`src/design/sal_pkg.sv`:
```
// ----------------------------------------------------------------------------
// sal_pkg: shared types and constants for the sorted array list
// Command codes, FSM states, widths and the per-cell control struct.
// ----------------------------------------------------------------------------
package sal_pkg;

    localparam int DEPTH   = 64;                  // number of cells
    localparam int VALUE_W = 32;                  // stored value width
    localparam int COUNT_W = $clog2(DEPTH + 1);   // entry count / position width
    localparam int CMD_W   = 3;
    localparam int CAP_W   = 7;                   // capacity register width
    localparam int IN_W    = 40;                  // s_tdata width
    localparam int OUT_W   = 24;                  // m_tdata width

    typedef enum logic [CMD_W-1:0] {
        CMD_INSERT    = 3'd0,
        CMD_REM_FIRST = 3'd1,
        CMD_REM_LAST  = 3'd2,
        CMD_REM_AT    = 3'd3,
        CMD_SEARCH    = 3'd4,
        CMD_CLEAR     = 3'd5
    } cmd_t;

    typedef enum logic [1:0] {
        ST_IDLE,
        ST_ENCODE,
        ST_OUTPUT
    } state_t;

    // broadcast from the controller to every cell
    typedef struct packed {
        logic                      ins;     // insert this cycle
        logic                      rm;      // remove this cycle
        logic                      srch;    // search this cycle
        logic [COUNT_W-1:0]        rm_pos;  // 0-based slot being removed
        logic [COUNT_W-1:0]        count;   // entries in use before the word
        logic signed [VALUE_W-1:0] key;
    } cell_ctrl_t;

endpackage

```
`src/design/sal_encoder.sv`:
```
// ----------------------------------------------------------------------------
// sal_encoder: search hit encoder
// Turns the one-hot cell hit vector into a 1-based position.
// ----------------------------------------------------------------------------
module sal_encoder (
    input  logic [sal_pkg::DEPTH-1:0]   hits,
    output logic [sal_pkg::COUNT_W-1:0] found_at,
    output logic                        any_hit
);

    always_comb
    begin
        found_at = '0;
        for (int i = 0; i < sal_pkg::DEPTH; i++)
        begin
            if (hits[i])
                found_at = found_at | sal_pkg::COUNT_W'(i + 1);
        end
        any_hit = |hits;
    end

endmodule

```
`config.mk`:
```
export PLATFORM = sky130hd
export DESIGN_NAME = sal_encoder
export DESIGN_NICKNAME = d
export VERILOG_FILES = /design/src/design/sal_pkg.sv /design/src/design/sal_encoder.sv
export SDC_FILE = /design/constraint.sdc
export NUM_CORES = 1
export LEC_CHECK = 0
export BUFFER_PORTS_ARGS = -buffer_cell sky130_fd_sc_hd__buf_2
export CAP_MARGIN = 20
export CELL_PAD_IN_SITES_DETAIL_PLACEMENT = 0
export CELL_PAD_IN_SITES_GLOBAL_PLACEMENT = 1
export CORE_UTILIZATION = 13
export DETAILED_ROUTE_END_ITERATION = 16
export PLACE_DENSITY_LB_ADDON = 0.2
export SLEW_MARGIN = 20
export SYNTH_ARGS = -nofsm -noshare
export SYNTH_HDL_FRONTEND = slang
export SYNTH_SLANG_ARGS = --single-unit
```
`constraint.sdc`:
```
create_clock -name vclk -period 1.62
set_input_delay 0.162 -clock vclk [all_inputs]
set_output_delay 0.162 -clock vclk [all_outputs]
set_load 0.05 [all_outputs]
```
* Word-level counts from Yosys, hierarchy flattened
Cells that the tools add are included.
Storage, ports and cells: register bits after elaboration 0, input port bits 64, output and inout bits 8, word-level logic and storage cells 65
Cells by class: multiplexer cells 64, reduce and logical (&&, ||, !) cells 1
Operators by type and width (count):
- 6-bit 2-to-1 mux | 32
- 5-bit 2-to-1 mux | 16
- 64-bit OR reduction | 1
- 4-bit 2-to-1 mux | 8
- 3-bit 2-to-1 mux | 4
- 7-bit 2-to-1 mux | 1
- 2-bit 2-to-1 mux | 2
- 1-bit 2-to-1 mux | 1

* Logic depth before layout (Yosys ltp)
depth after elaboration 64, depth in mapped cells 4

* Worst setup path before layout
OpenSTA, ideal clock, no wires.
path type input -> output, start input hits[27] in the netlist's numbering, end output found_at[4] in the netlist's numbering, arrival 1661 ps, path slack -203 ps, stages on the path 4, cells stage by stage or3_1 > or3_4 > nor4_2 > nand4_1
Between the ends: longest elaborated chain between the ends 37
RTL lines:
- start: declaration | RTL line sal_encoder.sv:6 | input logic [sal_pkg::DEPTH-1:0] hits,
- 5-bit 2-to-1 mux (4 in series) | RTL line sal_encoder.sv:16 | if (hits[i])
- 6-bit 2-to-1 mux (32 in series) | RTL line sal_encoder.sv:16
- 7-bit 2-to-1 mux | RTL line sal_encoder.sv:16
- end: declaration | RTL line sal_encoder.sv:7 | output logic [sal_pkg::COUNT_W-1:0] found_at,
Every way passes these cells.

* Worst setup path after layout
start input hits[27] in the netlist's numbering, end output found_at[2] in the netlist's numbering
Same word-level chain as after synthesis.

==> report_table.html <==
<table>
<tr><th>Metric</th><th>Value</th></tr>
<tr><th colspan="2">Die</th></tr>
<tr><td>Initial Util</td><td>14.0%</td></tr>
<tr><td>Die Area</td><td>about 2900 um2</td></tr>
<tr><td>Die height</td><td>approximately 54 um</td></tr>
<tr><td>Total I/O pin count</td><td>slightly above 70</td></tr>
<tr><td>Die X-Extent</td><td>between 50 and 60 um</td></tr>
<tr><td>Number of placement rows</td><td>18</td></tr>
<tr><td>Core Box Area</td><td>around 2500 um2</td></tr>
<tr><th colspan="2">Finish</th></tr>
<tr><td>Share of final-layout standard cells stronger than drive strength 1</td><td>between 60% and 70%</td></tr>
<tr><td>Layout overhead on the synthesized area</td><td>162%</td></tr>
<tr><td>Filler-free cell count of the finished design</td><td>169</td></tr>
<tr><td>Area taken by flip-flops and latches</td><td>0 um2</td></tr>
<tr><td>Post-layout nets</td><td>about 210</td></tr>
<tr><td>Count of antenna diodes in the layout</td><td>0</td></tr>
<tr><td>CLK BUF</td><td>0</td></tr>
<tr><td>Count of sequential standard cells</td><td>0</td></tr>
<tr><th colspan="2">Drt</th></tr>
<tr><td>Iteration-0 DRC count of the detailed router</td><td>22</td></tr>
<tr><td>Per-cell routed wire length</td><td>about 14 um</td></tr>
<tr><td>Sum of routed wire length over all layers</td><td>roughly 2400 um</td></tr>
<tr><td>DRC violation count after routing</td><td>0</td></tr>
<tr><td>Detailed-route via count</td><td>between 800 and 900</td></tr>
<tr><td>First-pass DRT Iterations</td><td>4</td></tr>
<tr><td>Remaining antenna violation count after routing</td><td>0</td></tr>
<tr><td>Via density</td><td>~5</td></tr>
<tr><th colspan="2">Logic synthesis</th></tr>
<tr><td>Dominant cells by area after synthesis</td><td>sky130_fd_sc_hd__nor4_1, sky130_fd_sc_hd__nor3_1, sky130_fd_sc_hd__nand3_1, sky130_fd_sc_hd__or4_1, sky130_fd_sc_hd__nand4_1</td></tr>
<tr><td>Number of cells produced by synthesis</td><td>60</td></tr>
<tr><td>Cell with the most instances after synthesis</td><td>sky130_fd_sc_hd__nor4_1</td></tr>
<tr><td>Yosys top cell by area</td><td>sky130_fd_sc_hd__nor4_1</td></tr>
<tr><td>Distinct cell type count of the synthesized netlist</td><td>11</td></tr>
<tr><td>Mapped Avg Cell Area</td><td>approximately 5.8 um2</td></tr>
<tr><td>Net count after synthesis</td><td>about 120</td></tr>
<tr><td>Top post-synthesis cells by count</td><td>sky130_fd_sc_hd__nor4_1, sky130_fd_sc_hd__nor3_1, sky130_fd_sc_hd__nand3_1</td></tr>
<tr><td>Fraction of post-synthesis cell area in the top cell type by area</td><td>~39%</td></tr>
<tr><td>Summed instance area of the synthesized netlist</td><td>between 300 and 400 um2</td></tr>
<tr><td>Sequential element share of the synthesized area</td><td>0%</td></tr>
<tr><td>Warning count from the yosys run</td><td>0</td></tr>
<tr><th colspan="2">GRT</th></tr>
<tr><td>Sum of overflow across all layers after global routing</td><td>0</td></tr>
<tr><td>First-pass GRT wire length</td><td>about 3500 um</td></tr>
<tr><td>Number of global-route vias before repair</td><td>789</td></tr>
<tr><td>Largest net degree at the start of global routing</td><td>5</td></tr>
<tr><td>Initial antenna violation count</td><td>0</td></tr>
<tr><td>Global router's overall resource usage</td><td>16.1%</td></tr>
<tr><th colspan="2">Critical path</th></tr>
<tr><td>Data required time of the worst path</td><td>1460 ps</td></tr>
<tr><td>Startpoint types</td><td>input pin</td></tr>
<tr><td>Data arrival time of the critical path</td><td>1580 ps</td></tr>
<tr><td>CP Capture Type</td><td>primary output</td></tr>
<tr><td>CP Max Fanout</td><td>2</td></tr>
<tr><td>Worst Path Class, Setup</td><td>input pin to primary output</td></tr>
<tr><th colspan="2">STA</th></tr>
<tr><td>RSZ-0062 raised after global routing</td><td>yes</td></tr>
<tr><td>Total count of hold-check failures in the final report</td><td>0</td></tr>
<tr><td>Maximum frequency from static timing analysis</td><td>575 MHz</td></tr>
<tr><td>Part of the cycle the worst path needs</td><td>107%</td></tr>
<tr><td>Finish-stage setup viols</td><td>3</td></tr>
<tr><td>Final min period</td><td>about 1700 ps</td></tr>
<tr><td>Worst Tran Pin Value</td><td>roughly 340 ps</td></tr>
<tr><td>Max-slew violations</td><td>0</td></tr>
<tr><td>Setup ws final</td><td>-118 ps</td></tr>
<tr><td>Final hold slack</td><td>around 630 ps</td></tr>
<tr><td>Rel. slew slack</td><td>77.3%</td></tr>
<tr><td>Setup TNS Final</td><td>-180 ps</td></tr>
<tr><th colspan="2">Power</th></tr>
<tr><td>Leakage power</td><td>0.382 nW</td></tr>
<tr><td>Switching pwr</td><td>~0.077 mW</td></tr>
<tr><td>Total power divided by cell area</td><td>approximately 170 nW/um2</td></tr>
<tr><td>Clock share of power</td><td>0%</td></tr>
<tr><td>Cell-internal power</td><td>slightly above 0.08 mW</td></tr>
<tr><td>Worst ir drop on vdd</td><td>around 0.070 mV</td></tr>
<tr><td>Fraction of power spent switching nets</td><td>approximately 48%</td></tr>
<tr><td>Relative contribution of sequential cells to total power</td><td>0%</td></tr>
<tr><td>Combinational share of power</td><td>between 90% and 100%</td></tr>
<tr><th colspan="2">Hold path</th></tr>
<tr><td>Number of cells traversed by the worst hold path</td><td>2</td></tr>
<tr><td>Class of the worst hold path</td><td>input pin to primary output</td></tr>
<tr><td>Worst hold path endpoint</td><td>found_at[6]</td></tr>
<tr><td>Startpoint of the most critical hold path</td><td>hits[63]</td></tr>
<tr><th colspan="2">Job</th></tr>
<tr><td>Max Cap Viol</td><td>0</td></tr>
<tr><th colspan="2">Place</th></tr>
<tr><td>Estimated wirelength of the detail-placed design</td><td>roughly 2200 um</td></tr>
<tr><td>RD Place Congestion</td><td>0.807</td></tr>
<tr><td>Post-placement cell count</td><td>roughly 170</td></tr>
<tr><td>Buffers added on ports</td><td>72</td></tr>
<tr><td>Setup slack at placement</td><td>-173 ps</td></tr>
<tr><th colspan="2">Run status</th></tr>
<tr><td>Violated checks</td><td>setup timing</td></tr>
<tr><td>Result of the run</td><td>complete, but fails checks</td></tr>
</table>
[through the flow]
stage          util (%)  cell area (um2)  total power [mW]
6_report           36.6              916             0.160
5_1_grt            36.6              916             0.173
4_1_cts            34.6              866             0.151
3_5_place_dp       32.3              808             0.144
3_3_place_gp       32.3              808             0.144
2_1_floorplan         -              358            0.0276
[worst max-delay path: stages]
cell and delay, ps:
sky130_fd_sc_hd__buf_6 90, sky130_fd_sc_hd__or3_4 380, sky130_fd_sc_hd__or3_4 360, sky130_fd_sc_hd__nor4_2 250
sky130_fd_sc_hd__nand4_1 140, sky130_fd_sc_hd__buf_6 190
[power by group through the flow]
stage	registers [mW]	logic (mW)	clock network, mW
after floorplan	0	0.0276	0
after global placement	0	0.144	0
after detailed placement	0	0.144	0
after CTS	0	0.151	0
after global routing	0	0.173	0
final	0	0.160	0
[cell families after synthesis]
group / Yosys count / synth area share, %
and+or+nand+nor: 59 / 97.8
buffers and inverters: 1 / 2.15
[layout make-up]
class	instances	area, um2
multi-input cells	59	418
repair buffers	80	460
well taps	30	37.5
fillers	287	1580
[worst max path at each step]
stage                  endpoint  slack, ps     start
finish              found_at[2]       -120  hits[27]
global route        found_at[2]       -150  hits[27]
CTS                 found_at[2]       -130  hits[27]
detailed placement      any_hit       -170  hits[27]
global placement    found_at[2]       -170  hits[27]
floorplan           found_at[4]       -200  hits[27]
[layer usage]
layer,vias up,routed length (um),GRT usage (%)
li1,425,-,-
met4,0,0,0
met1,368,948,20.3
met2,42,1220,31.5
met5,-,0,0
met3,0,198,0.282
[cells in the final DEF (no fill, tap or decap)]
cell	Yosys	layout
sky130_fd_sc_hd__nand4_1	4	4
sky130_fd_sc_hd__or4_1	4	3
sky130_fd_sc_hd__or4_4	0	1
sky130_fd_sc_hd__buf_4	1	9
sky130_fd_sc_hd__nor4_2	1	7
sky130_fd_sc_hd__nand3_1	7	7
sky130_fd_sc_hd__nor3_1	8	8
sky130_fd_sc_hd__or3_1	2	1
sky130_fd_sc_hd__buf_2	0	65
sky130_fd_sc_hd__buf_6	0	6
sky130_fd_sc_hd__nor2_1	5	5
sky130_fd_sc_hd__nand2_1	5	5
sky130_fd_sc_hd__nor4_1	22	14
sky130_fd_sc_hd__nor4_4	0	2
sky130_fd_sc_hd__or3_4	1	2
[repair_timing]
| action | 4_1_cts | 5_1_grt |
|---|---|---|
| gates resized for setup | 13 | 10 |
| setup buffers | 0 | 0 |
| pin swaps | 3 | 1 |
| hold buffers | 0 | 0 |
| endpoints found under the setup margin | 5 | 6 |
(Power assumes the default switching activity.)
