`config.mk`:
```
export PLATFORM = sky130hd
export DESIGN_NAME = sal_cell
export DESIGN_NICKNAME = d
export VERILOG_FILES = /design/src/design/sal_pkg.sv /design/src/design/sal_cell.sv
export SDC_FILE = /design/constraint.sdc
export NUM_CORES = 1
export LEC_CHECK = 0
export ABC_AREA = 1
export ABC_CLOCK_PERIOD_IN_PS = 8520
export BUFFER_PORTS_ARGS = -buffer_cell sky130_fd_sc_hd__buf_2
export CAP_MARGIN = 20
export CORE_UTILIZATION = 49
export CTS_CLUSTER_SIZE = 14
export DETAILED_ROUTE_END_ITERATION = 7
export PLACE_DENSITY_LB_ADDON = 0.3
export SLEW_MARGIN = 20
export SYNTH_ARGS = -nofsm -noshare
export SYNTH_HDL_FRONTEND = slang
export SYNTH_SLANG_ARGS = --single-unit
export TNS_END_PERCENT = 50
```
`constraint.sdc`:
```
create_clock -name clk -period 8.52 [get_ports clk]
set_input_delay 0 -clock clk [delete_from_list [all_inputs] [get_ports clk]]
set_output_delay 0 -clock clk [all_outputs]
set_load 0.005 [all_outputs]
```
`src/design/sal_pkg.sv`:
```
// ----------------------------------------------------------------------------
// sal_pkg: shared types and constants for the sorted array list
// Command codes, FSM states, widths and the per-cell control struct.
// ----------------------------------------------------------------------------
package sal_pkg;

    localparam int DEPTH   = 64;                  // number of cells
    localparam int VALUE_W = 32;                  // stored value width
    localparam int COUNT_W = $clog2(DEPTH + 1);   // entry count / position width
    localparam int CMD_W   = 3;
    localparam int CAP_W   = 7;                   // capacity register width
    localparam int IN_W    = 40;                  // s_tdata width
    localparam int OUT_W   = 24;                  // m_tdata width

    typedef enum logic [CMD_W-1:0] {
        CMD_INSERT    = 3'd0,
        CMD_REM_FIRST = 3'd1,
        CMD_REM_LAST  = 3'd2,
        CMD_REM_AT    = 3'd3,
        CMD_SEARCH    = 3'd4,
        CMD_CLEAR     = 3'd5
    } cmd_t;

    typedef enum logic [1:0] {
        ST_IDLE,
        ST_ENCODE,
        ST_OUTPUT
    } state_t;

    // broadcast from the controller to every cell
    typedef struct packed {
        logic                      ins;     // insert this cycle
        logic                      rm;      // remove this cycle
        logic                      srch;    // search this cycle
        logic [COUNT_W-1:0]        rm_pos;  // 0-based slot being removed
        logic [COUNT_W-1:0]        count;   // entries in use before the word
        logic signed [VALUE_W-1:0] key;
    } cell_ctrl_t;

endpackage

```
`src/design/sal_cell.sv`:
```
// ----------------------------------------------------------------------------
// sal_cell: one slot of the sorted list
// Holds one value, compares it with the broadcast key, shifts with neighbors.
// ----------------------------------------------------------------------------
module sal_cell (
    input  logic                               clk,
    input  logic [sal_pkg::COUNT_W-1:0]        idx,
    input  sal_pkg::cell_ctrl_t                ctrl,
    input  logic signed [sal_pkg::VALUE_W-1:0] left_value,
    input  logic                               left_gt,
    input  logic                               left_lt,
    input  logic signed [sal_pkg::VALUE_W-1:0] right_value,
    output logic signed [sal_pkg::VALUE_W-1:0] value,
    output logic                               gt,
    output logic                               lt,
    output logic                               hit
);

    logic signed [sal_pkg::VALUE_W-1:0] value_reg;
    logic signed [sal_pkg::VALUE_W-1:0] value_next;
    logic                               hit_reg;
    logic                               hit_next;
    logic                               in_use;

    assign in_use = idx < ctrl.count;
    assign gt     = in_use && (value_reg > ctrl.key);
    assign lt     = in_use && (value_reg < ctrl.key);
    assign value  = value_reg;
    assign hit    = hit_reg;

    always_comb
    begin
        value_next = value_reg;
        if (ctrl.ins)
        begin
            // entries above the insertion point move up one slot
            if (left_gt)
                value_next = left_value;
            else if (!in_use || gt)
                value_next = ctrl.key;
        end
        else if (ctrl.rm && (idx >= ctrl.rm_pos))
        begin
            value_next = right_value;
        end
        // lower bound hit: first slot that holds a value equal to the key
        hit_next = ctrl.srch && in_use && (value_reg == ctrl.key) && left_lt;
    end

    always_ff @(posedge clk)
    begin
        value_reg <= value_next;
        hit_reg   <= hit_next;
    end

endmodule

```
# After elaboration in Yosys (flattened, before gate mapping)
# Index checks and enable logic that the tools add are counted.
# classes
magnitude_cmp	4
n_eq_ne	2
muxes	4
n_reduce_logical	10
# ops
cell	count
$mux W32	4
$eq A32 B32 Y1	1
$gt A32 B32 Y1	1
$lt A32 B32 Y1	1
$ge A7 B7 Y1	1
$lt A7 B7 Y1	1
$logic_and A1 B1 Y1	6
$ne A3 B1 Y1 const B	1
$reduce_and A2 Y1	1
$reduce_bool A2 Y1	1
$logic_not A1 Y1	1
$logic_or A1 B1 Y1	1
# totals
reg_bits	33
inputBits	123
out_inout_bits	35

# Depth between registers and ports, before layout
# Gate-level depths: netlist of the first run.
# depth
ltp_word	6
depth_mapped	16

# Least setup slack after synthesis of the first run
# OpenSTA, ideal clock, no wires.
# synth_timing
kind	reg2reg
startpoint	register value_reg (netlist bit value[31])
endpoint	register value_reg (netlist bit value[0]) (enable)
setup_time_ns	0.400
t_arrival_ns	2.375
t_required_ns	8.120
slack_ns	5.744
stages_incl_launch_ff	10
synth_period_minus_slack_ns	2.776
cell_sequence	edfxtp_1 > ha_1 > a21oi_1 > o21a_2 > nand2_1 > a21oi_2 > nand2_1 > nand2_1 > nand3_2 > a21oi_2
# synth_via
elab_chain_len	5
# synth_lines
element	line_no	rtl
start: declaration	sal_cell.sv:19	logic signed [sal_pkg::VALUE_W-1:0] value_reg;
start signal: assignment	sal_cell.sv:52	value_reg <= value_next;
$gt A32 B32 Y1	sal_cell.sv:26	assign gt = in_use && (value_reg > ctrl.key);
$logic_and A1 B1 Y1	sal_cell.sv:26	
$logic_or A1 B1 Y1	sal_cell.sv:39	else if (!in_use || gt)
$ne A3 B1 Y1 (no source line)	-	
$reduce_and A2 Y1 (no source line)	-	
# No other way between the ends.
# A chain may end at the register's enable or synchronous reset.

# Final worst setup path of the first run
# layout_timing
startpoint	register value_reg (netlist bit value[31])
endpoint	register value_reg (netlist bit value[17]) (enable)
# Same word-level chain as after synthesis.

==> metrics.csv, run 1 <==
metric;value;unit
status;completed;
multiInputGateArea;1620;um2
place.gp.congestion;0.748;
leakage;2.10;nW
cts_tree;yes;
path_buf_inv;0;
crit_family;compound AO/OA/AOI/OAI gates;
synth_nets;543;
synth_warnings;0;
start_kind;flip-flop;
worstHoldEndpoint;value[18];
grt_max_degree;35;
grt_use_met1;0.285;
die_h;78.4;um
die-area;6140;um2
clk_pin_slew;0.07;ns
netlist_top_cells_area;edfxtp_1, ha_1, nand2_1, inv_1, o21ai_0;
fill_cells;520;
cts_buffers;5;
finalCriticalPeriod;2.76;ns
initial_utilization;0.513;
rrSetupSlack;5.76;ns
cp_max_fo;32;
cap_violations;0;
post-place-ws;5.76;ns
clock_sinks;33;
cts_setup_buffers;0;
wl;7.84;mm
track_usage;0.258;
placed_cells_incl_taps;592;
cts.path.max_buffers;2;
end_kind;flip-flop;
hold_depth;3;
busiest_layer;met2;
ys_seq_area_frac;0.343;
drc;0;
largest_reg_flops;32;
dr.first_iter.drc_count;89;
post_dp_cell_area;3700;um2
power.density;129;nW/um2
critPathMostFrequentCell;nand2_1;
final_util;0.694;
syn_inst;375;
synth_top_area_share;0.336;
final_common_cell;buf_2;
die_w;78.4;um
io_buffers;157;
drive_above_1_share;0.328;
slew_headroom;0.281;
core-area;5570;um2
irDropWorstVdd;0.0000913;V
stdcell_area;3870;um2
clock_skew;0.00667;ns
path_class;flip-flop to flip-flop;
finalSetupTns;0;ns
routedWlPerCell;12.9;um
tightest_slew;1.08;ns
crit_chain;ha_1, a21oi_1, o21a_2, nand2_1, a21oi_2, nand2_1, nand2_1, nand3_2, a21oi_4;
worstRegToRegCells;9;
fin_crit_sh;0.323;
arrival;2.65;ns
rsz0062_at_grt;no;
area_growth;35.3;%
grtUsageMet2;0.485;
maxSlewViolCount;0;
avgSynthCellArea;7.62;um2
total_power;499;uW
grt_pass1_wl;12.4;mm
clk_latency;0.28;ns
viasPerCell;5.01;
fin_ws;5.76;ns
grt_pass1_vias;2953;
synth_cell_type_count;24;
use_met3;0.0547;
fmax;363;MHz
synth-seq-cells;33;
hold_start;right_value[18];
final-setup-viol-count;0;
num_vias;3051;
required;8.42;ns
antenna_cells;0;
hold_viol;0;
dr.pass1.iters;4;
dp_hpwl;5.90;mm
slowest_delay;0.86;ns
syn_area;2860;um2
holdCritPathClass;input port to flip-flop;
synth_top_cell_by_area;edfxtp_1;
io_pins;158;
final_cells;609;
globalRouteOverflowTotal;0;
timing.rr.start;value[31];
ant_nets;0;
timing.rr.end;value[17];
num-nets-final;704;
timing.hold.ws;0.00852;ns
mostFrequentLayoutCells;buf_2, nand2_1, inv_1, ha_1, nor2_1;
regArea;981;um2
slowest_stage;a21oi_4;
antenna_found_initial;0;
h-tree-depth;2;
rows;27;
cts_root_buf;clkbuf_8;
-- cell usage after synthesis (all sizes together) --
library cell / n
nand3: 5
o211ai: 2
o21ai: 66
nand4: 6
a21o: 1
a21oi: 23
dfxtp: 1
edfxtp: 32
nor2: 43
o31ai: 1
nand2: 73
ha: 45
inv: 60
nor3: 2
o21a: 3
clkbuf: 12
-- layout make-up --
cell class                      count  area share
Multi-Input combinational cell    270       0.418
Clock buffer                        8      0.0207
Sequential cell                    33       0.254
Tap cell                           72      0.0233
Inverter                           60      0.0582
Timing Repair Buffer              166       0.226
-- where the power goes --
part | switching [mW] | internal (mW)
combinational | 0.0922 | 0.0780
clock | 0.0578 | 0.0581
sequential | 0.0101 | 0.203
-- what timing repair did --
action | in CTS | in global routing
hold endpoints to repair | 8 | 0
setup endpoints to repair | 0 | 0
resized for setup | 0 | 0
hold buffers | 9 | 0
-- metal layers --
| layer | vias up | wire [um] |
|---|---|---|
| li1 | 1576 | - |
| met4 | 0 | 141 |
| met5 | - | 0 |
| met2 | 145 | 3960 |
| met1 | 1315 | 3150 |
| met3 | 15 | 591 |
-- cells by family (layout without fill, tap and decap cells) --
family                     count (synthesis)  count (layout)  synth area share
and+or+nand+nor                          129             129             0.188
AOI/OAI and AO/OA                         96              96             0.177
buffers and inverters                     72             234            0.0945
adders and majority gates                 45              45             0.197
DFF                                       33              33             0.343
-- tightest hold or removal path: cells and delay by family --
kind	cells	cell delay, ns
buf+inv	1	0.08
compound gates	1	0.06
simple gates	1	0.04
-- worst max-delay path by stage --
stage,from,to,slack [ns],depth (start not counted)
floorplan,value[31],value[0],5.74,9
global placement,value[31],value[17],5.82,9
detailed placement,value[31],value[21],5.76,10
CTS,value[19],value[21],5.74,12
global route,value[5],value[20],5.55,12
finish,value[31],value[17],5.76,9
Note: power is estimated with default switching activity, not from simulation.
==> run 2, diff against run 1 <==
ABC_AREA = 0   (was 1)
ABC_CLOCK_PERIOD_IN_PS = 2500   (was 8520)
CORE_UTILIZATION = 41   (was 49)
clock period = 2.5 ns   (was 8.52 ns; I/O delays follow)
==> run 2 against run 1 <==
The flow now finishes with violations (setup timing). Critical path depth rose by 2. Area after synthesis is 0.31% lower. Cell count is 2.6% lower. Sequential cell count is the same. First-iteration DRC count down 2.2%. Register-to-register slack got worse by 5.7 ns. Non-clock buffer count up 35. Clock-buffer cell count shrank 2. Combinational power increased to 4.4 times the previous value. Power rose to 3.7 times the previous value. Core utilization shrank 4.2 points. Worst hold slack better by 0.024 ns. Critical endpoint is now lt. Largest cell class unchanged. Largest power group is now combinational logic.
==> metrics.csv, run 2 <==
metric;value;unit
antenna_found_initial;0;
globalRouteOverflowTotal;0;
dr.first_iter.drc_count;87;
slew_headroom;0.646;
clk_pin_slew;0.07;ns
p_sw;588;uW
async_flop_share;0;
synth_fa_ha_area_frac;0.198;
final_common_cell;buf_2;
fin_ws;-0.0409;ns
placed_cells_incl_taps;568;
die_h;85.4;um
holdCritPathClass;input port to flip-flop;
cp_max_fo;2;
synth_edf_count;32;
dr.pass1.iters;7;
synth_compound_area_frac;0.137;
timing.hold.ws;0.0327;ns
final-setup-viol-count;1;
viasPerCell;4.99;
path_class;flip-flop to primary output;
final_util;0.652;
die-area;7290;um2
synthFlopType;edfxtp_1;
fmax;394;MHz
ys_seq_area_frac;0.344;
required;2.50;ns
track_usage;0.217;
end_kind;primary output;
place.gp.congestion;0.748;
ant_nets;0;
grt_pass1_vias;2819;
initial_utilization;0.422;
stdcell_area;4410;um2
avgSynthCellArea;9.08;um2
die_w;85.4;um
cap_violations;0;
pwr-share-comb;0.396;
yosysMostFrequentCell;a21oi_1;
violations;setup timing;
clock_sinks;33;
h-tree-depth;2;
final_cells;593;
fill_cells;574;
cts_buffers;5;
p_sw_frac;0.315;
pwr-share-clk;0.212;
synth-seq-cells;33;
synth_top_area_share;0.337;
area_growth;54.6;%
irDropWorstVdd;0.000261;V
rsz0062_at_grt;yes;
synth.area.mux_share;0.112;
start_kind;flip-flop;
cts_tree;yes;
rrSetupSlack;0.02;ns
status;complete, but fails checks;
post-place-ws;-0.332;ns
seqPwrFrac;0.391;
power.internal;1.28;mW
synth_nets;482;
dp_hpwl;5.87;mm
routedWlPerCell;13.4;um
num_vias;2962;
maxSlewViolCount;0;
syn_area;2850;um2
io_buffers;157;
power.density;424;nW/um2
arrival;2.54;ns
clock_skew;0.00515;ns
mostFrequentLayoutCells;buf_2, inv_1, a21oi_1, buf_4, nor2_1;
post_dp_cell_area;3910;um2
tightest_slew;0.531;ns
fin_crit_sh;1.02;
synth_top_cell_by_area;edfxtp_1;
synth_top_family_by_area;adder cells;
synth_warnings;0;
netlist_top_cells_area;edfxtp_1, ha_1, mux2i_1, a21oi_1, inv_1;
drc;0;
cts.path.max_buffers;2;
num-nets-final;680;
leakage;2.26;nW
syn_inst;314;
grt_max_degree;39;
ys_top_cells_by_count;a21oi_1, inv_1, ha_1;
clk_latency;0.28;ns
largest_reg_flops;32;
cts_root_buf;clkbuf_8;
wl;7.92;mm
synth_cell_type_count;35;
rows;30;
synth_xor_area_frac;0.00307;
drive_above_1_share;0.456;
io_pins;158;
hold_viol;0;
synthSimpleGateAreaFrac;0.129;
finalCriticalPeriod;2.54;ns
core-area;6760;um2
grt_pass1_wl;12.5;mm
antenna_cells;0;
==> run 2: cell types whose count changed after synthesis, moves of 3 or more <==
cell      change
nand2_1      -62
mux2i_1      +32
o21ai_1      -30
o21ai_0      -28
a21oi_1      +27
inv_1        -11
clkbuf_1      -6
buf_2         +3
inv_2         -3
nor2b_1       +3
nor3_1        +3
==> run 2: routing by layer <==
layer	vias to the layer above	routed length (um)	global-route usage
met5	-	0	0
met2	103	4130	0.411
met1	1328	3250	0.251
met3	6	472	0.0467
met4	0	68	0.0455
li1	1525	-	-
==> run 2: worst paths after layout <==
kind	cells after the start	endpoint	startpoint
min reg2reg	4	hit	value[2]
max reg2reg	9	value[6]	value[26]
min	3	value[14]	right_value[14]
max	11	lt	value[8]
==> run 2: final cells by class <==
cell class	instances	area [um2]	area share
clock buffers	6	72.6	0.0165
repair buffers	201	1150	0.262
well taps	80	100	0.0227
clock inverters	2	10.0	0.00227
flip-flops and latches	33	981	0.223
multi-input cells	225	1920	0.435
inverters	46	173	0.0392
==> run 2: power by group through the flow <==
| stage | combinational (mW) | sequential [mW] | clock (mW) |
|---|---|---|---|
| 5_1_grt | 0.828 | 0.738 | 0.424 |
| 6_report | 0.740 | 0.731 | 0.397 |
| 4_1_cts | 0.715 | 0.726 | 0.403 |
| 2_1_floorplan | 0.300 | 0.734 | 0 |
| 3_3_place_gp | 0.592 | 0.727 | 0 |
| 3_5_place_dp | 0.616 | 0.731 | 0 |
==> run 2: worst max-delay path, stage by stage, from the launching register on <==
cell	delay, ns
edfxtp_1	0.40
ha_1	0.30
nand4_1	0.13
buf_4	0.14
nor2_1	0.03
a221o_1	0.32
o31a_1	0.27
buf_4	0.15
nor2_4	0.09
xnor2_2	0.13
nor2b_1	0.17
buf_2	0.13
==> run 2: kinds of logic after synthesis <==
family	count (synthesis)
xor gates and xnor gates	1
muxes	32
DFF	33
adders and majority gates	45
buffers and inverters	57
AOI/OAI and AO/OA	70
and+or+nand+nor	76
==> run 2: through the flow <==
| stage | TNS, ns | total power [mW] |
|---|---|---|
| detailed placement | -10.56 | 1.35 |
| global placement | -7.12 | 1.32 |
| finish | -0.0409 | 1.87 |
| global route | -3.64 | 1.99 |
| CTS | -0.0977 | 1.84 |
| floorplan | 0 | 1.03 |
==> run 2: what timing repair did <==
action                                  CTS  global route
hold buffers                              2             0
endpoints found under the hold margin     1             0
gates cloned                              1             0
resized for setup                        22             9
pin swaps                                26             8
endpoints found under the setup margin   34            34
setup buffers                            12             2
